$ cat src/hw/rtl/bslpf_pkg.sv
`timescale 1ns / 1ps

package bslpf_pkg;

    localparam logic [15:0] CRC_INIT     = 16'hFFFF;
    localparam logic [15:0] CRC_POLY     = 16'h1021;
    localparam logic [15:0] CMD_OVERHEAD = 16'd4;
    localparam logic [7:0]  HEADER_RESET = 8'h80;
    localparam logic [7:0]  COMMAND_RESET = 8'h1B;

    localparam int CFG_IDX_W = 8;
    localparam logic [CFG_IDX_W-1:0] REG_HEADER  = 8'd0;
    localparam logic [CFG_IDX_W-1:0] REG_COMMAND = 8'd1;

    // one input byte after classification by the front end
    typedef struct packed {
        logic [7:0]  data;
        logic [23:0] addr;
        logic [8:0]  len;
        logic        first;
        logic        last;
    } t_item;

    // MSB-first CRC-16-CCITT over one byte
    function automatic logic [15:0] crc_feed(input logic [15:0] crc_in,
                                             input logic [7:0]  byte_in);
        logic [15:0] c;
        c = crc_in ^ {byte_in, 8'h00};
        for (int b = 0; b < 8; b++) begin
            if (c[15]) begin
                c = {c[14:0], 1'b0} ^ CRC_POLY;
            end else begin
                c = {c[14:0], 1'b0};
            end
        end
        return c;
    endfunction

endpackage

$ cat src/hw/rtl/bslpf_if.sv
`timescale 1ns / 1ps

interface bslpf_in_if;
    logic        valid;
    logic        ready;
    logic [7:0]  data_byte;
    logic [23:0] block_address;
    logic [8:0]  block_length;

    modport source (output valid, output data_byte, output block_address,
                    output block_length, input ready);
    modport sink   (input valid, input data_byte, input block_address,
                    input block_length, output ready);
endinterface

interface bslpf_out_if;
    logic       valid;
    logic       ready;
    logic [7:0] out_byte;
    logic       run_last;
    logic       packet_end;

    modport source (output valid, output out_byte, output run_last,
                    output packet_end, input ready);
    modport sink   (input valid, input out_byte, input run_last,
                    input packet_end, output ready);
endinterface

interface bslpf_cfg_if;
    logic                               valid;
    logic                               ready;
    logic [bslpf_pkg::CFG_IDX_W-1:0]    index;
    logic [7:0]                         data;

    modport source (output valid, output index, output data, input ready);
    modport sink   (input valid, input index, input data, output ready);
endinterface

$ cat src/hw/rtl/bslpf_front.sv
`timescale 1ns / 1ps

module bslpf_front #(
    parameter int MAX_BLOCK_BYTES = 256
) (
    input  logic              i_clk,
    input  logic              i_rst_n,
    bslpf_in_if.sink          i_in,
    input  logic              i_q_full,
    output logic              o_q_push,
    output bslpf_pkg::t_item  o_q_item
);

    localparam logic [8:0] LEN_CAP = (MAX_BLOCK_BYTES > 511) ? 9'd511
                                                              : 9'(MAX_BLOCK_BYTES);

    logic [8:0] r_left;
    logic [8:0] n_left;
    logic [8:0] len_eff;
    logic       first;
    logic       accept;

    assign i_in.ready = !i_q_full;
    assign accept     = i_in.valid && !i_q_full;
    assign first      = (r_left == 9'd0);

    always_comb begin
        priority if (i_in.block_length == 9'd0) begin
            len_eff = 9'd1;
        end else if (i_in.block_length > LEN_CAP) begin
            len_eff = LEN_CAP;
        end else begin
            len_eff = i_in.block_length;
        end
        n_left = first ? (len_eff - 9'd1) : (r_left - 9'd1);
    end

    always_comb begin
        o_q_push       = accept;
        o_q_item.data  = i_in.data_byte;
        o_q_item.addr  = i_in.block_address;
        o_q_item.len   = len_eff;
        o_q_item.first = first;
        o_q_item.last  = (n_left == 9'd0);
    end

    always_ff @(posedge i_clk) begin
        if (!i_rst_n) begin
            r_left <= 9'd0;
        end else if (accept) begin
            r_left <= n_left;
        end
    end

endmodule

$ cat src/hw/rtl/bslpf_queue.sv
`timescale 1ns / 1ps

module bslpf_queue (
    input  logic              i_clk,
    input  logic              i_rst_n,
    input  logic              i_push,
    input  bslpf_pkg::t_item  i_item,
    output logic              o_full,
    input  logic              i_pop,
    output logic              o_valid,
    output bslpf_pkg::t_item  o_item
);

    localparam int DEPTH = 4;
    localparam int PTR_W = $clog2(DEPTH);

    bslpf_pkg::t_item r_mem [DEPTH];
    logic [PTR_W-1:0] r_wr_ptr;
    logic [PTR_W-1:0] r_rd_ptr;
    logic [PTR_W:0]   r_count;

    assign o_full  = (r_count == (PTR_W+1)'(DEPTH));
    assign o_valid = (r_count != '0);
    assign o_item  = r_mem[r_rd_ptr];

    always_ff @(posedge i_clk) begin
        if (i_push) begin
            r_mem[r_wr_ptr] <= i_item;
        end
    end

    always_ff @(posedge i_clk) begin
        if (!i_rst_n) begin
            r_wr_ptr <= '0;
            r_rd_ptr <= '0;
            r_count  <= '0;
        end else begin
            if (i_push) begin
                r_wr_ptr <= r_wr_ptr + 1'b1;
            end
            if (i_pop) begin
                r_rd_ptr <= r_rd_ptr + 1'b1;
            end
            unique case ({i_push, i_pop})
                2'b10:   r_count <= r_count + 1'b1;
                2'b01:   r_count <= r_count - 1'b1;
                default: r_count <= r_count;
            endcase
        end
    end

    a_no_overflow: assert property (@(posedge i_clk) disable iff (!i_rst_n)
        i_push |-> !o_full) else $error("queue push while full");

    a_no_underflow: assert property (@(posedge i_clk) disable iff (!i_rst_n)
        i_pop |-> o_valid) else $error("queue pop while empty");

endmodule

$ cat src/hw/rtl/bslpf_back.sv
`timescale 1ns / 1ps

module bslpf_back (
    input  logic              i_clk,
    input  logic              i_rst_n,
    bslpf_cfg_if.sink         i_cfg,
    input  logic              i_q_valid,
    input  bslpf_pkg::t_item  i_q_item,
    output logic              o_q_pop,
    bslpf_out_if.source       o_out
);

    localparam logic [3:0] S_HDR  = 4'd0;
    localparam logic [3:0] S_LENL = 4'd1;
    localparam logic [3:0] S_LENH = 4'd2;
    localparam logic [3:0] S_CMD  = 4'd3;
    localparam logic [3:0] S_A0   = 4'd4;
    localparam logic [3:0] S_A1   = 4'd5;
    localparam logic [3:0] S_A2   = 4'd6;
    localparam logic [3:0] S_DATA = 4'd7;
    localparam logic [3:0] S_CKL  = 4'd8;
    localparam logic [3:0] S_CKH  = 4'd9;

    logic [7:0]  r_header;
    logic [7:0]  r_command;
    logic [15:0] r_crc;
    logic [15:0] n_crc;
    logic [3:0]  r_step;
    logic [3:0]  cur_step;
    logic        r_busy;
    logic        adv;
    logic        pop;
    logic [7:0]  n_byte;
    logic [15:0] cmd_len;

    logic        r_out_valid;
    logic [7:0]  r_out_byte;
    logic        r_out_run_last;
    logic        r_out_packet_end;

    assign i_cfg.ready = 1'b1;

    always_ff @(posedge i_clk) begin
        if (!i_rst_n) begin
            r_header  <= bslpf_pkg::HEADER_RESET;
            r_command <= bslpf_pkg::COMMAND_RESET;
        end else if (i_cfg.valid) begin
            if (i_cfg.index == bslpf_pkg::REG_HEADER) begin
                r_header <= i_cfg.data;
            end
            if (i_cfg.index == bslpf_pkg::REG_COMMAND) begin
                r_command <= i_cfg.data;
            end
        end
    end

    // advance the sequencer whenever the queue holds an item and the output register frees up
    assign adv      = i_q_valid && (!r_out_valid || o_out.ready);
    assign cur_step = r_busy ? r_step : (i_q_item.first ? S_HDR : S_DATA);
    assign cmd_len  = {7'd0, i_q_item.len} + bslpf_pkg::CMD_OVERHEAD;
    assign pop      = adv && ((cur_step == S_DATA && !i_q_item.last) ||
                              (cur_step == S_CKH));
    assign o_q_pop  = pop;

    always_comb begin
        n_crc = r_crc;
        unique case (cur_step)
            S_HDR:   n_byte = r_header;
            S_LENL:  n_byte = cmd_len[7:0];
            S_LENH:  n_byte = cmd_len[15:8];
            S_CMD: begin
                n_byte = r_command;
                n_crc  = bslpf_pkg::crc_feed(bslpf_pkg::CRC_INIT, r_command);
            end
            S_A0: begin
                n_byte = i_q_item.addr[7:0];
                n_crc  = bslpf_pkg::crc_feed(r_crc, i_q_item.addr[7:0]);
            end
            S_A1: begin
                n_byte = i_q_item.addr[15:8];
                n_crc  = bslpf_pkg::crc_feed(r_crc, i_q_item.addr[15:8]);
            end
            S_A2: begin
                n_byte = i_q_item.addr[23:16];
                n_crc  = bslpf_pkg::crc_feed(r_crc, i_q_item.addr[23:16]);
            end
            S_DATA: begin
                n_byte = i_q_item.data;
                n_crc  = bslpf_pkg::crc_feed(r_crc, i_q_item.data);
            end
            S_CKL:   n_byte = r_crc[7:0];
            S_CKH: begin
                n_byte = r_crc[15:8];
                n_crc  = bslpf_pkg::CRC_INIT;
            end
            default: n_byte = 8'h00;
        endcase
    end

    always_ff @(posedge i_clk) begin
        if (!i_rst_n) begin
            r_busy <= 1'b0;
            r_step <= S_HDR;
            r_crc  <= bslpf_pkg::CRC_INIT;
        end else if (adv) begin
            r_crc  <= n_crc;
            r_busy <= !pop;
            r_step <= cur_step + 4'd1;
        end
    end

    always_ff @(posedge i_clk) begin
        if (!i_rst_n) begin
            r_out_valid <= 1'b0;
        end else if (adv) begin
            r_out_valid <= 1'b1;
        end else if (o_out.ready) begin
            r_out_valid <= 1'b0;
        end
    end

    always_ff @(posedge i_clk) begin
        if (adv) begin
            r_out_byte       <= n_byte;
            r_out_run_last   <= pop;
            r_out_packet_end <= (cur_step == S_CKH);
        end
    end

    assign o_out.valid      = r_out_valid;
    assign o_out.out_byte   = r_out_byte;
    assign o_out.run_last   = r_out_run_last;
    assign o_out.packet_end = r_out_packet_end;

    a_end_is_last: assert property (@(posedge i_clk) disable iff (!i_rst_n)
        (r_out_valid && r_out_packet_end) |-> r_out_run_last)
        else $error("packet end without run last");

    a_crc_restart: assert property (@(posedge i_clk) disable iff (!i_rst_n)
        (adv && cur_step == S_CKH) |=> (r_crc == bslpf_pkg::CRC_INIT && !r_busy))
        else $error("crc not restored after checksum");

    a_busy_step: assert property (@(posedge i_clk) disable iff (!i_rst_n)
        r_busy |-> (r_step != S_HDR && r_step <= S_CKH))
        else $error("sequencer resumed at an impossible step");

endmodule

$ cat src/hw/rtl/bsl_packet_framer_crc16.sv
`timescale 1ns / 1ps

// channel  dir  fields                                       handshake
// i_in     in   data_byte[7:0] block_address[23:0]           valid/ready
//               block_length[8:0]
// o_out    out  out_byte[7:0] run_last packet_end            valid/ready
// i_cfg    in   index[7:0] data[7:0] (0 header, 1 command)   valid/ready, ready always high
//
// A middle byte of a block produces one output byte per cycle unless output stalls hold it.
// The first byte of a block yields 8 output bytes (header, length, command, address, data)
// and the last byte 3 (data, CKL, CKH); the sequencer emits one byte per cycle unless stalled.
// A 4-entry queue parts input acceptance from the sequencer; output stalls fill it.
// Reset is synchronous, active low; it restores the registers and waits for a block start.

module bsl_packet_framer_crc16 #(
    parameter int MAX_BLOCK_BYTES = 256
) (
    input  logic          i_clk,
    input  logic          i_rst_n,
    bslpf_in_if.sink      i_in,
    bslpf_cfg_if.sink     i_cfg,
    bslpf_out_if.source   o_out
);

    logic             q_push;
    logic             q_full;
    logic             q_pop;
    logic             q_valid;
    bslpf_pkg::t_item q_wr_item;
    bslpf_pkg::t_item q_rd_item;

    bslpf_front #(
        .MAX_BLOCK_BYTES (MAX_BLOCK_BYTES)
    ) u_front (
        .i_clk    (i_clk),
        .i_rst_n  (i_rst_n),
        .i_in     (i_in),
        .i_q_full (q_full),
        .o_q_push (q_push),
        .o_q_item (q_wr_item)
    );

    bslpf_queue u_queue (
        .i_clk   (i_clk),
        .i_rst_n (i_rst_n),
        .i_push  (q_push),
        .i_item  (q_wr_item),
        .o_full  (q_full),
        .i_pop   (q_pop),
        .o_valid (q_valid),
        .o_item  (q_rd_item)
    );

    bslpf_back u_back (
        .i_clk     (i_clk),
        .i_rst_n   (i_rst_n),
        .i_cfg     (i_cfg),
        .i_q_valid (q_valid),
        .i_q_item  (q_rd_item),
        .o_q_pop   (q_pop),
        .o_out     (o_out)
    );

endmodule

$ cat src/flat_wrapper.sv
// flat-port wrapper written by rule: the top's interface ports become plain ports
module bsl_packet_framer_crc16_flat 
#(
    parameter int MAX_BLOCK_BYTES = 256
)
  (i_clk, i_rst_n, i_in_valid, i_in_data_byte, i_in_block_address, i_in_block_length, i_in_ready, i_cfg_valid, i_cfg_index, i_cfg_data, i_cfg_ready, o_out_valid, o_out_out_byte, o_out_run_last, o_out_packet_end, o_out_ready);
  bslpf_in_if i_in_i ();
  bslpf_cfg_if i_cfg_i ();
  bslpf_out_if o_out_i ();
  input  logic i_clk;
  input  logic i_rst_n;
  input wire logic [$bits(i_in_i.valid)-1:0] i_in_valid;
  input wire logic [$bits(i_in_i.data_byte)-1:0] i_in_data_byte;
  input wire logic [$bits(i_in_i.block_address)-1:0] i_in_block_address;
  input wire logic [$bits(i_in_i.block_length)-1:0] i_in_block_length;
  output wire logic [$bits(i_in_i.ready)-1:0] i_in_ready;
  input wire logic [$bits(i_cfg_i.valid)-1:0] i_cfg_valid;
  input wire logic [$bits(i_cfg_i.index)-1:0] i_cfg_index;
  input wire logic [$bits(i_cfg_i.data)-1:0] i_cfg_data;
  output wire logic [$bits(i_cfg_i.ready)-1:0] i_cfg_ready;
  output wire logic [$bits(o_out_i.valid)-1:0] o_out_valid;
  output wire logic [$bits(o_out_i.out_byte)-1:0] o_out_out_byte;
  output wire logic [$bits(o_out_i.run_last)-1:0] o_out_run_last;
  output wire logic [$bits(o_out_i.packet_end)-1:0] o_out_packet_end;
  input wire logic [$bits(o_out_i.ready)-1:0] o_out_ready;
  assign i_in_i.valid = i_in_valid;
  assign i_in_i.data_byte = i_in_data_byte;
  assign i_in_i.block_address = i_in_block_address;
  assign i_in_i.block_length = i_in_block_length;
  assign i_in_ready = i_in_i.ready;
  assign i_cfg_i.valid = i_cfg_valid;
  assign i_cfg_i.index = i_cfg_index;
  assign i_cfg_i.data = i_cfg_data;
  assign i_cfg_ready = i_cfg_i.ready;
  assign o_out_valid = o_out_i.valid;
  assign o_out_out_byte = o_out_i.out_byte;
  assign o_out_run_last = o_out_i.run_last;
  assign o_out_packet_end = o_out_i.packet_end;
  assign o_out_i.ready = o_out_ready;
  bsl_packet_framer_crc16 #(.MAX_BLOCK_BYTES(MAX_BLOCK_BYTES)) u_core (.i_clk(i_clk), .i_rst_n(i_rst_n), .i_in(i_in_i), .i_cfg(i_cfg_i), .o_out(o_out_i));
endmodule
$ cat config.mk
export PLATFORM = sky130hd
export DESIGN_NAME = bsl_packet_framer_crc16_flat
export DESIGN_NICKNAME = d
export VERILOG_FILES = /design/src/hw/rtl/bslpf_pkg.sv /design/src/hw/rtl/bslpf_if.sv /design/src/hw/rtl/bslpf_front.sv /design/src/hw/rtl/bslpf_queue.sv /design/src/hw/rtl/bslpf_back.sv /design/src/hw/rtl/bsl_packet_framer_crc16.sv /design/src/flat_wrapper.sv
export SDC_FILE = /design/constraint.sdc
export NUM_CORES = 1
export LEC_CHECK = 0
export BUFFER_PORTS_ARGS = -buffer_cell sky130_fd_sc_hd__buf_2
export CAP_MARGIN = 20
export CORE_MARGIN = 2
export CORE_UTILIZATION = 45
export DETAILED_ROUTE_END_ITERATION = 10
export PLACE_DENSITY = 0.61
export SKIP_CTS_REPAIR_TIMING = 1
export SYNTH_ARGS = -nofsm -noshare
export SYNTH_HDL_FRONTEND = slang
export SYNTH_SLANG_ARGS = --single-unit
$ cat constraint.sdc
create_clock -name i_clk -period 4.75 [get_ports i_clk]
set_input_delay 0.475 -clock i_clk [delete_from_list [all_inputs] [get_ports i_clk]]
set_output_delay 0.475 -clock i_clk [all_outputs]
set_load 0.01 [all_outputs]
* Word-level counts from Yosys, hierarchy flattened
Memories as Yosys holds them, arrays and structs flattened. A register that Yosys moved wholly into a read port is not among the register bits.
Index checks and enable logic that the tools add are counted.
** Word-level totals
- Register bits after elaboration :: 64
- RAM bits :: 172
- Input port bits :: 62
- Output and inout bits :: 13
- Memories :: 1
** Memories
- u_core.u_queue.r_mem :: depth 4, bits a word 43, rd ports 1, clocked after Yosys merged registers in 1, write ports 1, line bslpf_queue.sv:17 : bslpf_pkg::t_item r_mem [DEPTH];
** Cells by class
- $add $sub $neg :: 8
- Magnitude comparators :: 1
- Equality and inequality tests :: 13
- Mux-type cells :: 89
- Bitwise logic cells :: 45
- Reductions and logical operators :: 22
** Operators with widths (count)
- $mux 16 :: 35
- $mux 13 :: 40
- $not 3->3 :: 40
- $pmux 16 s6 :: 1
- $pmux 8 s10 :: 1
- $xor 16x16->16 :: 4
- $logic_not 9->1 :: 3
- $mux 9 :: 3
- $sub 9x1->9 const B :: 2
- $eq 4x3->1 const B :: 4
- $not 16->16 :: 1
- $add 9x3->10 const B :: 1
- $gt 9x9->1 const B :: 1
- $eq 4x2->1 const B :: 2
- $eq 4x4->1 const B :: 2
- $eq 8x1->1 const B :: 1
- $logic_not 8->1 :: 1
- $pmux 3 s2 :: 1
- $reduce_and 2->1 :: 3
- $reduce_bool 6->1 :: 1
- $add 2x1->2 const B :: 2
- $add 4x1->4 const B :: 1
- $eq 4x1->1 const B :: 1
- $logic_and 1x1->1 :: 4
- other kinds (14) :: 23

* Depth between registers and ports, before layout
Gate-level depths: netlist of the first run.
- Depth after elaboration :: 25
- Mapped depth :: 15
- Mapped depth without buffers :: 14

* Modules after synthesis
From an unflattened synthesis of the first run, not the netlist that was laid out.
** Second synthesis, totals
- Cells, all modules :: 839
- Area, all modules :: 11683.7 µm²
** Modules (own cells, without submodules)
- bslpf_queue :: times used 1, cells each 271, area an instance 6711.4 µm², sequential area each 5345.1 µm²
- bslpf_back :: times used 1, cells each 430, area an instance 3948.8 µm², sequential area each 1061.0 µm²
- bslpf_front :: times used 1, cells each 138, area an instance 1023.5 µm², sequential area each 180.2 µm²

* Worst setup path after synthesis of the first run
OpenSTA, ideal clock, no wires.
- Path kind :: register to register
- Start point :: register with a tool-made name
- End point :: register u_core.u_queue.r_count[2]
- Library setup time :: 0.076 ns
- Data arrival time :: 3.745 ns
- Data required time :: 4.674 ns
- Setup slack :: 0.929 ns
- Stages on the path, launching flop included :: 16
- Cell sequence :: dfxtp_1 > buf_6 > mux4_2 > nand2_1 > o21a_1 > ha_1 > nor3b_1 > a221oi_4 > o21a_1 > nor2_1 > ha_1 > inv_1 > fa_1 > xor2_1 > or3_1 > a21boi_0
** RTL lines
- end signal: assignment :: line bslpf_queue.sv:45 : 2'b10: r_count <= r_count + 1'b1;
- end signal: assignment :: line bslpf_queue.sv:46 : 2'b01: r_count <= r_count - 1'b1;
- end signal: assignment :: line bslpf_queue.sv:47 : default: r_count <= r_count;
- end: declaration :: line bslpf_queue.sv:20 : logic [PTR_W:0] r_count;

==> results.md, run 1 <==
* Average wire length per cell after detail routing at 21.8 um
* Async set-or-reset flop fraction in the synthesized netlist at 0
* DR WL met2 at 12.6 mm
* Via count at 7,518
* P&R area growth vs syn at 12.7%
* Power per cell area at 597 mW/mm^2
* Max Cap Violations at 0
* Initial core utilization at 0.456
* CTS sink cnt at 238
* Total track usage at 0.203
* DRC marker count from the first detailed-route iteration at 707
* Overflow left after global routing at 0
* Detailed route wirelength on metal3 at 1.81 mm
* Instance count of the mapped netlist at 866
* Final nets at 1,018
* Dominant cells by area after synthesis: sky130_fd_sc_hd__edfxtp_1 (46%), sky130_fd_sc_hd__dfxtp_1 (9.5%), sky130_fd_sc_hd__mux4_2 (7.2%), sky130_fd_sc_hd__xnor2_1 (5.9%), sky130_fd_sc_hd__mux4_1 (2.7%)
* Worst setup skew after layout at 0.0106 ns
* Final wirelength at 28.2 mm
* Vias in the first global route at 7,439
* Maximum level of the CTS H-tree at 1
* Worst-Margin Slew at 0.898 ns
* Post-Place Cell Area at 0.0125 mm^2
* Final weighted congestion of routability-driven global placement at 0.899
* Post-route total power at 7.94 mW
* Final Slew Violations at 0
* Number of placed I/O pins at 75
* Setup slack after placement at 0.644 ns
* Final total negative setup slack at 0 ns
* Pin count of the biggest net entering global routing at 53
* First-pass GRT wire length at 43.9 mm
* Cts bufs inserted at 26
* Sequential cell fraction of total power at 0.353
* Count of flip-flops with a built-in enable after synthesis at 182
* Cell accounting for the most synthesized area: sky130_fd_sc_hd__edfxtp_1
* Most numerous cell types in the synthesized netlist: sky130_fd_sc_hd__edfxtp_1 (182), sky130_fd_sc_hd__xnor2_1 (79), sky130_fd_sc_hd__nand2_1 (65), sky130_fd_sc_hd__dfxtp_1 (56)
* Syn Area/Cell at 13.6 um^2
* Standby leakage power at 4.60 nW
* Run status: finished, final reports clean
* Critical path's largest stage delay at 0.58 ns
* Fraction of final layout cells sized beyond drive strength 1 at 0.198
* Core box area at 0.0259 mm^2
* List of cells traversed by the critical path: mux4_2, nand2_1, o21a_1, ha_1, nor3b_1, a221oi_4, o21a_1, nor2_1, ha_1, inv_1, fa_1, xor2_1, or3_1, a21boi_0
* Number of different library cells in the post-synthesis netlist at 80
* Via density at 5.81
* Count of antenna-violating nets left after detailed routing at 0
* Relative max-transition margin at 0.399
* Required arrival time at the worst endpoint at 5.21 ns
* Final count of negative-setup-slack endpoints at 0
* Total die area at 0.0275 mm^2
* Clock Root Buffer: sky130_fd_sc_hd__clkbuf_16
* Critical path class: flip-flop to flip-flop
* HPWL Detailed at 19.3 mm
* Design Area, Final at 0.0133 mm^2
* Max clock buf depth at 3
* YS warnings at 0
* Data arrival time of the critical path at 4.56 ns
* Worst-Skew Late Latency at 0.53 ns
* Util after Layout at 0.513
* Power share of the clock group at 0.245
* CTS tree: yes
* Max IR drop VDD at 0.277 mV
* Final hold violation count at 0
* Die extent in y at 166 um
* Hold Path Class: primary input to flip-flop
* Total of flip-flops plus latches after synthesis at 238
* Proportion of power drawn by combinational gates at 0.402
* Unrepaired setup endpoints after global routing: false
* WHS at 0.167 ns
* Sequential-to-total area share from yosys stat at 0.558
* Final worst path period need at 4.11 ns
* Most numerous cell in the Yosys netlist: sky130_fd_sc_hd__edfxtp_1
* Post-route worst setup slack at 0.641 ns
* Flip-flop cell with the highest count after synthesis: sky130_fd_sc_hd__edfxtp_1
* Wl on met1 at 13.1 mm
* DRC violations left at 0
* Diodes inserted at 0
* Highest clock rate at 243 MHz
* Highest routed metal layer: met4
* Net switching power at 2.92 mW
* Reg clk slew, reported paths at 0.06 ns
* Netlist Area Pre-Place at 0.0118 mm^2
* DP Cell Count at 1,250
* Top cell type's share of synthesized area at 0.463
* Number of search-and-repair iterations in the first detailed-routing pass at 5
* Antenna violations before repair at 0
* Post-route clock period utilization at 0.865
* Crit. End Element: flip-flop
* IO buf count at 73
* Placement Rows at 59
* Slowest cell on the critical path: sky130_fd_sc_hd__mux4_2
* Startpoint type of the worst setup path: flip-flop
* Switching power share of the total at 0.367
* Finished Layout Cells at 1,295
* Synth Net Count at 941
* P_int at 5.02 mW
* Horiz. Die Dim at 166 um
* Crit path max fanout at 10
[logic make-up (layout without fill, tap and decap cells)]
logic type | count (synthesis) | after routing | synth area share
compound gates | 159 | 159 | 0.100
xor+xnor | 114 | 114 | 0.0945
fa+ha+maj | 13 | 13 | 0.0144
buf+inv | 60 | 154 | 0.0260
flops | 238 | 238 | 0.558
mux | 73 | 73 | 0.119
other cells | 1 | 1 | 0.000318
simple gates | 208 | 208 | 0.0878
[path summary, 6_finish.rpt]
| kind | end | cells past startpoint | slack (ns) | start |
|---|---|---|---|---|
| max | u_core.u_queue.r_count[2]$_SDFFE_PN0P_ | 14 | 0.64 | u_core.u_queue.r_mem[3][1]$_DFFE_PP_ |
| min | u_core.u_queue.r_mem[3][42]$_DFFE_PP_ | 1 | 0.17 | i_in_data_byte[7] |
| max reg2reg | u_core.u_queue.r_count[2]$_SDFFE_PN0P_ | 14 | 0.64 | u_core.u_queue.r_mem[3][1]$_DFFE_PP_ |
| min reg2reg | u_core.u_back.o_out.valid$_SDFFE_PN0P_ | 2 | 0.48 | u_core.u_back.o_out.valid$_SDFFE_PN0P_ |
[flip-flops by register name, summed over array words and instances, names as in the netlist, named ones only]
signal and count:
u_core.u_back.o_out.out_byte 8, u_core.u_back.o_out.packet_end 1, u_core.u_back.o_out.run_last 1, u_core.u_back.o_out.valid 1, u_core.u_back.r_busy 1, u_core.u_back.r_command 8, u_core.u_back.r_crc 16, u_core.u_back.r_header 8
u_core.u_back.r_step 4, u_core.u_front.r_left 9, u_core.u_queue.r_count 3, u_core.u_queue.r_mem 172, u_core.u_queue.r_rd_ptr 2, u_core.u_queue.r_wr_ptr 2
[per-layer routing]
layer  up-vias  GRT usage
met1      3692      0.298
met2       286      0.316
met4         0     0.0556
met5         -          0
met3        60     0.0319
li1       3480          -
[worst max-delay path, delay by kind of cell, from the launching register on]
| family | cells | cell delay (ns) |
|---|---|---|
| AOI/OAI and AO/OA | 4 | 0.78 |
| and+or+nand+nor | 4 | 1.10 |
| buffers and inverters | 1 | 0.07 |
| xor gates and xnor gates | 1 | 0.15 |
| adders and majority gates | 3 | 0.99 |
| muxes | 1 | 0.58 |
| DFF | 1 | 0.38 |
[power by group through the flow]
stage | Sequential [mW] | Clock (mW) | Combinational [mW]
final | 2.80 | 1.95 | 3.19
after CTS | 2.80 | 1.99 | 3.14
after global placement | 2.84 | 0 | 3.14
after detailed placement | 2.84 | 0 | 3.13
after global routing | 2.83 | 2.08 | 3.47
after floorplan | 2.74 | 0 | 2.42
[cell type report]
class / count / area, um^2
clock inverters: 11 / 98.8
well taps: 335 / 419
fillers: 2176 / 12600
multi-input cells: 568 / 4920
repair buffers: 87 / 470
clock buffers: 34 / 722
flip-flops and latches: 238 / 6590
inverters: 22 / 82.6
[layout by cell type, fill, tap and decap left out, drive strengths merged, types with 16 or more instances in the layout]
cell type	instances
nor2	41
buf	87
o21ai	22
clkbuf	34
a22oi	16
mux2i	21
nand2	65
nor2b	24
nand3	21
a21oi	28
xnor2	88
dfxtp	56
xor2	24
edfxtp	182
inv	19
mux4	50
(Power assumes the default switching activity.)
==> run 2: changes to the inputs <==
--- a/config.mk
+++ b/config.mk
@@ -14,4 +14,5 @@
 export SKIP_CTS_REPAIR_TIMING = 1
 export SYNTH_ARGS = -nofsm -noshare
 export SYNTH_HDL_FRONTEND = slang
+export SYNTH_HIERARCHICAL = 1
 export SYNTH_SLANG_ARGS = --single-unit
==> results.md, run 2 <==
* Diodes inserted at 0 (unchanged)
* Top cell type's share of synthesized area at 0.468 (+0.00481)
* DRC marker count from the first detailed-route iteration at 653 (-7.6%)
* Mux contribution to synthesized area at 0.0984 (-0.0205)
* Pin count of the biggest net entering global routing at 43 (-19%)
* Number of placed I/O pins at 75 (unchanged)
* Power per cell area at 666 mW/mm^2 (+12%)
* Hold Path Class: primary input to flip-flop
* Setup slack after placement at 1.08 ns (+0.439 ns)
* Crit path max fanout at 19 (+9)
* Net switching power at 3.25 mW (+11%)
* CTS tree: yes
* Fraction of final layout cells sized beyond drive strength 1 at 0.217 (+0.0194)
* Vias in the first global route at 7,101 (-4.5%)
* Antenna violations before repair at 0 (unchanged)
* Final count of negative-setup-slack endpoints at 0 (unchanged)
* Required arrival time at the worst endpoint at 5.16 ns (-0.05 ns)
* Horiz. Die Dim at 165 um (-0.50%)
* Number of different library cells in the post-synthesis netlist at 88 (+10%)
* Syn Area/Cell at 13.9 um^2 (+2.2%)
* Critical path class: flip-flop to flip-flop
* Run status: finished, final reports clean
* Largest registers: u_core/u_queue/r_mem (172), u_core/u_back/r_crc (16), u_core/u_front/r_left (9)
* Most numerous cell types in the synthesized netlist: sky130_fd_sc_hd__edfxtp_1 (182), sky130_fd_sc_hd__xnor2_1 (58), sky130_fd_sc_hd__dfxtp_1 (56), sky130_fd_sc_hd__mux4_2 (40), sky130_fd_sc_hd__nand2_1 (40)
* Cell accounting for the most synthesized area: sky130_fd_sc_hd__edfxtp_1
* Final nets at 957 (-6.0%)
* P_int at 5.39 mW (+7.4%)
* Flip-flop cell with the highest count after synthesis: sky130_fd_sc_hd__edfxtp_1
* Instance count of the mapped netlist at 839 (-3.1%)
* Max clock buf depth at 3 (unchanged)
* Clock Root Buffer: sky130_fd_sc_hd__clkbuf_16
* HPWL Detailed at 19.3 mm (+0.35%)
* CTS sink cnt at 238 (unchanged)
* Compound-cell area share of the yosys netlist at 0.113 (+0.0132)
* Sequential cell fraction of total power at 0.328 (-0.025)
* Cts bufs inserted at 27 (+3.8%)
* Dominant combinational cell family by area after synthesis: compound AO/OA/AOI/OAI gates
* Dominant cells by area after synthesis: sky130_fd_sc_hd__edfxtp_1 (47%), sky130_fd_sc_hd__dfxtp_1 (9.6%), sky130_fd_sc_hd__mux4_2 (7.7%), sky130_fd_sc_hd__xnor2_1 (4.3%), sky130_fd_sc_hd__buf_4 (2.2%)
* Max reg flops at 172 (unchanged)
* Highest clock rate at 266 MHz (+9.2%)
* Power share of the clock group at 0.247 (+0.002)
* Worst setup skew after layout at 0.0265 ns (+0.0158 ns)
* DRC violations left at 0 (unchanged)
* Simple logic cell fraction of the synthesized area at 0.0711 (-0.0167)
* Initial core utilization at 0.461 (+0.00572)
* Worst-Skew Late Latency at 0.55 ns (+0.02 ns)
* Unrepaired setup endpoints after global routing: false
* Synthesized-area fraction occupied by xor and xnor cells at 0.0835 (-0.0110)
* Final total negative setup slack at 0 ns (unchanged)
* Finished Layout Cells at 1,232 (-4.9%)
* Post-route total power at 8.64 mW (+8.9%)
* Post-route worst setup slack at 0.986 ns (+0.345 ns)
* Final wirelength at 27.8 mm (-1.5%)
* Netlist Area Pre-Place at 0.0117 mm^2 (-1.0%)
* Max IR drop VDD at 0.483 mV (+74%)
* Proportion of power drawn by combinational gates at 0.425 (+0.023)
* Slack of the worst reg-to-reg path at 0.99 ns (+0.34 ns)
* Overflow left after global routing at 0 (unchanged)
* IO buf count at 73 (unchanged)
* Switching power share of the total at 0.376 (+0.00853)
* WHS at 0.148 ns (-0.0187 ns)
* Via count at 7,245 (-3.6%)
* Die extent in y at 165 um (-0.50%)
* Final Slew Violations at 0 (unchanged)
* Reg clk slew, reported paths at 0.06 ns (about the same)
* Async set-or-reset flop fraction in the synthesized netlist at 0 (unchanged)
* YS warnings at 6 (+6)
* Final hold violation count at 0 (unchanged)
* Max Cap Violations at 0 (unchanged)
* Adder and majority gate portion of the synthesized area at 0.0156 (+0.00122)
* Number of fill cells at 2,145 (-1.4%)
* Leading cell type in the layout, fill and taps excluded: sky130_fd_sc_hd__edfxtp_1
* Average wire length per cell after detail routing at 22.6 um (+3.6%)
* Count of antenna-violating nets left after detailed routing at 0 (unchanged)
* Via density at 5.88 (+1.3%)
* Register containing the most flip-flops in the final layout: u_core/u_queue/r_mem
* Standby leakage power at 4.48 nW (-2.7%)
* Count of flip-flops with a built-in enable after synthesis at 182 (unchanged)
* Number of search-and-repair iterations in the first detailed-routing pass at 5 (unchanged)
* Maximum level of the CTS H-tree at 1 (unchanged)
* P&R area growth vs syn at 11.1%
* Final worst path period need at 3.76 ns (-0.345 ns)
* Commonest cells after routing, fill and taps aside: sky130_fd_sc_hd__edfxtp_1 (182), sky130_fd_sc_hd__buf_2 (73), sky130_fd_sc_hd__xnor2_1 (58), sky130_fd_sc_hd__dfxtp_1 (54)
* Placement Rows at 58 (-1.7%)
* Core box area at 0.0253 mm^2 (-2.3%)
* Worst-Margin Slew at 1.02 ns (+0.118 ns)
* Total of flip-flops plus latches after synthesis at 238 (unchanged)
* Relative max-transition margin at 0.323 (-0.0766)
* Crit. End Element: flip-flop
* Data arrival time of the critical path at 4.18 ns (-0.38 ns)
* Post-route clock period utilization at 0.792 (-0.0726)
* Synth Net Count at 915 (-2.8%)
* First-pass GRT wire length at 42.4 mm (-3.3%)
* Startpoint type of the worst setup path: flip-flop
* Total die area at 0.0273 mm^2 (-1.0%)
* Total track usage at 0.207 (+0.00371)
* Most numerous cell in the Yosys netlist: sky130_fd_sc_hd__edfxtp_1
* DP Cell Count at 1,181 (-5.5%)
* Final weighted congestion of routability-driven global placement at 0.960 (+6.7%)
* Sequential-to-total area share from yosys stat at 0.564 (+0.00580)
-- run 2: changes by cell type after synthesis, sizes merged, moves of 6 or more --
cell	change
buf	+39
xnor2	-27
nand2	-24
nor2b	-15
a21oi	+11
nand3	-10
nor2	-10
o21ai	-9
mux4	-7
a21boi	-6
or3	+6
-- run 2: routing by layer --
metal / vias up / share of wire / global-route usage
met5: - / 0 / 0
met4: 0 / 0.019 / 0.0494
met3: 47 / 0.080 / 0.0442
met2: 283 / 0.47 / 0.322
met1: 3605 / 0.44 / 0.297
li1: 3310 / - / -
-- run 2: worst max-delay path: stages, from the launching register on --
cell,delay [ns]
sky130_fd_sc_hd__dfxtp_2,0.33
sky130_fd_sc_hd__mux4_2,0.54
sky130_fd_sc_hd__nand2_1,0.12
sky130_fd_sc_hd__o21a_1,0.22
sky130_fd_sc_hd__inv_1,0.09
sky130_fd_sc_hd__ha_1,0.49
sky130_fd_sc_hd__nor4_4,0.66
sky130_fd_sc_hd__a21oi_4,0.14
sky130_fd_sc_hd__o31ai_4,0.57
sky130_fd_sc_hd__nand2_1,0.25
sky130_fd_sc_hd__o22a_1,0.25
-- run 2: through the flow --
step | utilization | cell area (um^2)
2_1_floorplan | - | 11700
3_3_place_gp | 0.475 | 12000
3_5_place_dp | 0.475 | 12000
4_1_cts | 0.512 | 13000
5_1_grt | 0.512 | 13000
6_report | 0.512 | 13000
-- run 2: layout make-up --
class                   count  area, um^2  area share
repair buffers             85         453      0.0349
well taps                 330         413      0.0318
clock buffers              38         812      0.0626
inverters                  27         101     0.00781
flip-flops and latches    238        6590       0.508
multi-input cells         502        4470       0.345
clock inverters            12         135      0.0104
-- run 2: cell families (layout without fill, tap and decap cells) --
family          Yosys count  after routing
flops                   238            238
compound gates          176            176
simple gates            155            155
buf+inv                  99            162
xor+xnor                 96             96
mux                      60             60
fa+ha+maj                14             14
other cells               1              1
-- run 2: final timing paths --
path / depth (start not counted) / start / endpoint
setup / recovery: 10 / flip-flop / u_core/u_back/r_crc[7]$_SDFFE_PN1P_
hold / removal: 1 / i_in_block_address[0] / u_core/u_queue/r_mem[0][11]$_DFFE_PP_
hold reg to reg: 2 / u_core/u_back/r_header[7]$_SDFFE_PN1P_ / u_core/u_back/r_header[7]$_SDFFE_PN1P_
setup reg to reg: 10 / flip-flop / u_core/u_back/r_crc[7]$_SDFFE_PN1P_
-- run 2: power by group through the flow --
stage	Sequential (mW)	Combinational (mW)	Clock (mW)
floorplan	2.76	2.81	0
global placement	2.87	3.58	0
detailed placement	2.87	3.56	0
CTS	2.83	3.58	2.19
global route	2.86	3.92	2.28
finish	2.83	3.67	2.14
==> run 3: changes to the inputs <==
--- a/config.mk
+++ b/config.mk
@@ -10,7 +10,7 @@
 export CORE_MARGIN = 2
 export CORE_UTILIZATION = 45
 export DETAILED_ROUTE_END_ITERATION = 10
-export PLACE_DENSITY = 0.61
+export PLACE_DENSITY = 0.63
 export SKIP_CTS_REPAIR_TIMING = 1
 export SYNTH_ARGS = -nofsm -noshare
 export SYNTH_HDL_FRONTEND = slang
==> constraint.sdc (replaced) <==
create_clock -name i_clk -period 3.4 [get_ports i_clk]
set_input_delay 0.34 -clock i_clk [delete_from_list [all_inputs] [get_ports i_clk]]
set_output_delay 0.34 -clock i_clk [all_outputs]
set_load 0.01 [all_outputs]
==> results.md, run 3 (synthesis results as in run 2) <==
* DRC marker count from the first detailed-route iteration at 752 (+15%)
* Worst-Skew Late Latency at 0.53 ns (-0.02 ns)
* CTS tree: yes
* Final wirelength at 28.3 mm (+1.8%)
* Register containing the most flip-flops in the final layout: u_core/u_queue/r_mem
* Max Cap Violations at 0 (unchanged)
* Worst-Margin Slew at 0.712 ns (-0.304 ns)
* Cts bufs inserted at 26 (-3.7%)
* Critical path's largest stage delay at 0.55 ns (-0.11 ns)
* Clock Root Buffer: sky130_fd_sc_hd__clkbuf_16
* Relative max-transition margin at 0.522 (+0.200)
* Count of antenna-violating nets left after detailed routing at 0 (unchanged)
* Worst setup skew after layout at 0.0126 ns (-0.0138 ns)
* Via count at 7,410 (+2.3%)
* Reg clk slew, reported paths at 0.06 ns (about the same)
* Standby leakage power at 4.62 nW (+3.1%)
* Overflow left after global routing at 0 (unchanged)
* Crit path max fanout at 4 (-15)
* Sequential cell fraction of total power at 0.320 (-0.008)
* Run status: finished, final reports clean
* CTS sink cnt at 238 (unchanged)
* Final weighted congestion of routability-driven global placement at 0.995 (+3.7%)
* Initial core utilization at 0.461 (unchanged)
* Final count of negative-setup-slack endpoints at 0 (unchanged)
* Post-route total power at 12.3 mW (+43%)
* Max clock buf depth at 3 (unchanged)
* Max reg flops at 172 (unchanged)
* Final total negative setup slack at 0 ns (unchanged)
* Number of search-and-repair iterations in the first detailed-routing pass at 6 (+1)
* Fraction of final layout cells sized beyond drive strength 1 at 0.244 (+0.0268)
* Total track usage at 0.211 (+0.00472)
* Average wire length per cell after detail routing at 22.4 um (-0.74%)
* List of cells traversed by the critical path: or3_2, nor4b_1, nor2b_1, nor2_1, ha_1, nand2_1, a2111oi_2, xnor2_1, or3_1, nor4b_2, buf_4
* Vias in the first global route at 7,287 (+2.6%)
* Max IR drop VDD at 0.441 mV (-8.7%)
* Crit. End Element: flip-flop
* Post-route clock period utilization at 0.920 (+0.128)
* P_int at 7.66 mW (+42%)
* DRC violations left at 0 (unchanged)
* Largest registers: u_core/u_queue/r_mem (172), u_core/u_back/r_crc (16), u_core/u_front/r_left (9)
* HPWL Detailed at 20.1 mm (+3.9%)
* Required arrival time at the worst endpoint at 3.80 ns (-1.36 ns)
* Final nets at 990 (+3.4%)
* Area occupied by registers at 0.00659 mm^2 (unchanged)
* Final worst path period need at 3.13 ns (-0.636 ns)
* Via density at 5.86 (-0.31%)
* Hold Path Class: primary input to flip-flop
* Leading cell type in the layout, fill and taps excluded: sky130_fd_sc_hd__edfxtp_1
* Horiz. Die Dim at 165 um (unchanged)
* Power share of the clock group at 0.224 (-0.023)
* Power per cell area at 930 mW/mm^2 (+40%)
* IO buf count at 73 (unchanged)
* Slowest cell on the critical path: sky130_fd_sc_hd__or3_2
* Number of placed I/O pins at 75 (unchanged)
* Final hold violation count at 0 (unchanged)
* Number of fill cells at 2,159 (+0.65%)
* Total die area at 0.0273 mm^2 (unchanged)
* Area used by multi-input combinational logic at 0.00450 mm^2 (+0.62%)
* Antenna violations before repair at 1 (+1)
* Unrepaired setup endpoints after global routing: false
* Highest clock rate at 320 MHz (+20%)
* P&R area growth vs syn at 13.4%
* Switching power share of the total at 0.379 (+0.00307)
* Commonest cells after routing, fill and taps aside: sky130_fd_sc_hd__edfxtp_1 (182), sky130_fd_sc_hd__buf_2 (73), sky130_fd_sc_hd__xnor2_1 (58), sky130_fd_sc_hd__dfxtp_1 (54), sky130_fd_sc_hd__mux4_2 (40)
* Pin count of the biggest net entering global routing at 44 (+2.3%)
* Core box area at 0.0253 mm^2 (unchanged)
* Die extent in y at 165 um (unchanged)
* Diodes inserted at 0 (unchanged)
* Critical path class: flip-flop to flip-flop
* First-pass GRT wire length at 43.4 mm (+2.2%)
* Placement Rows at 58 (unchanged)
* Final Slew Violations at 0 (unchanged)
* Startpoint type of the worst setup path: flip-flop
* Maximum level of the CTS H-tree at 1 (unchanged)
* Data arrival time of the critical path at 3.53 ns (-0.65 ns)
* Net switching power at 4.67 mW (+44%)
* Proportion of power drawn by combinational gates at 0.456 (+0.031)
run 3: cell count changes in the layout (fill, tap and decap cells not counted), sizes merged:
cell,before,now
clkinv,11,17
inv,25,23
clkinvlp,1,0
buf,84,119
clkbuf,39,33
run 3: final timing paths:
path / startpoint / endpoint / slack [ns] / cells after the start
setup / recovery: u_core/u_front/r_left[8]$_SDFFE_PN0P_ / u_core/u_queue/r_mem[0][0]$_DFFE_PP_ / 0.27 / 11
hold / removal: i_in_data_byte[6] / u_core/u_queue/r_mem[2][41]$_DFFE_PP_ / 0.02 / 1
setup reg to reg: u_core/u_front/r_left[8]$_SDFFE_PN0P_ / u_core/u_queue/r_mem[0][0]$_DFFE_PP_ / 0.27 / 11
hold reg to reg: u_core/u_back/r_header[7]$_SDFFE_PN1P_ / u_core/u_back/r_header[7]$_SDFFE_PN1P_ / 0.49 / 2
run 3: through the flow:
stage          cells  hold WS [ns]  instance area (um^2)  utilization  setup slack [ns]
2_1_floorplan    839         0.442                 11700            -           0.00299
3_3_place_gp    1216         0.469                 12400        0.489             0.250
3_5_place_dp    1216         0.470                 12400        0.489             0.129
4_1_cts         1264       0.00986                 13200        0.523             0.174
5_1_grt         1264        0.0151                 13300        0.523            0.0660
6_report        1264        0.0222                 13300        0.523             0.272
run 3: critical path, delay by kind of cell, from the launching register on:
family                     cells  cell delay [ns]
and+or+nand+nor                7             2.04
xor gates and xnor gates       1             0.15
buffers and inverters          1             0.17
AOI/OAI and AO/OA              1             0.08
DFF                            1             0.33
adders and majority gates      1             0.24
run 3: area by class of cell:
type | instances | share of cell area
sequential | 238 | 0.497
multi-input combinational | 502 | 0.340
timing repair buffer | 119 | 0.0602
clock buffer | 33 | 0.0542
tap | 330 | 0.0312
clock inverter | 15 | 0.0100
inverter | 27 | 0.00765
run 3: layer usage:
| layer | vias up | global-route usage | part of all wire |
|---|---|---|---|
| met5 | - | 0 | 0.00046 |
| met4 | 2 | 0.0593 | 0.027 |
| met3 | 52 | 0.0487 | 0.084 |
| met2 | 331 | 0.325 | 0.45 |
| li1 | 3365 | - | - |
| met1 | 3660 | 0.302 | 0.43 |
run 3: power by group through the flow:
| stage | combinational (mW) | sequential [mW] | clock (mW) |
|---|---|---|---|
| final | 5.62 | 3.95 | 2.76 |
| after global routing | 5.97 | 3.98 | 2.94 |
| after CTS | 5.46 | 3.94 | 2.82 |
| after detailed placement | 5.44 | 3.99 | 0 |
| after global placement | 5.48 | 4.00 | 0 |
| after floorplan | 3.97 | 3.86 | 0 |
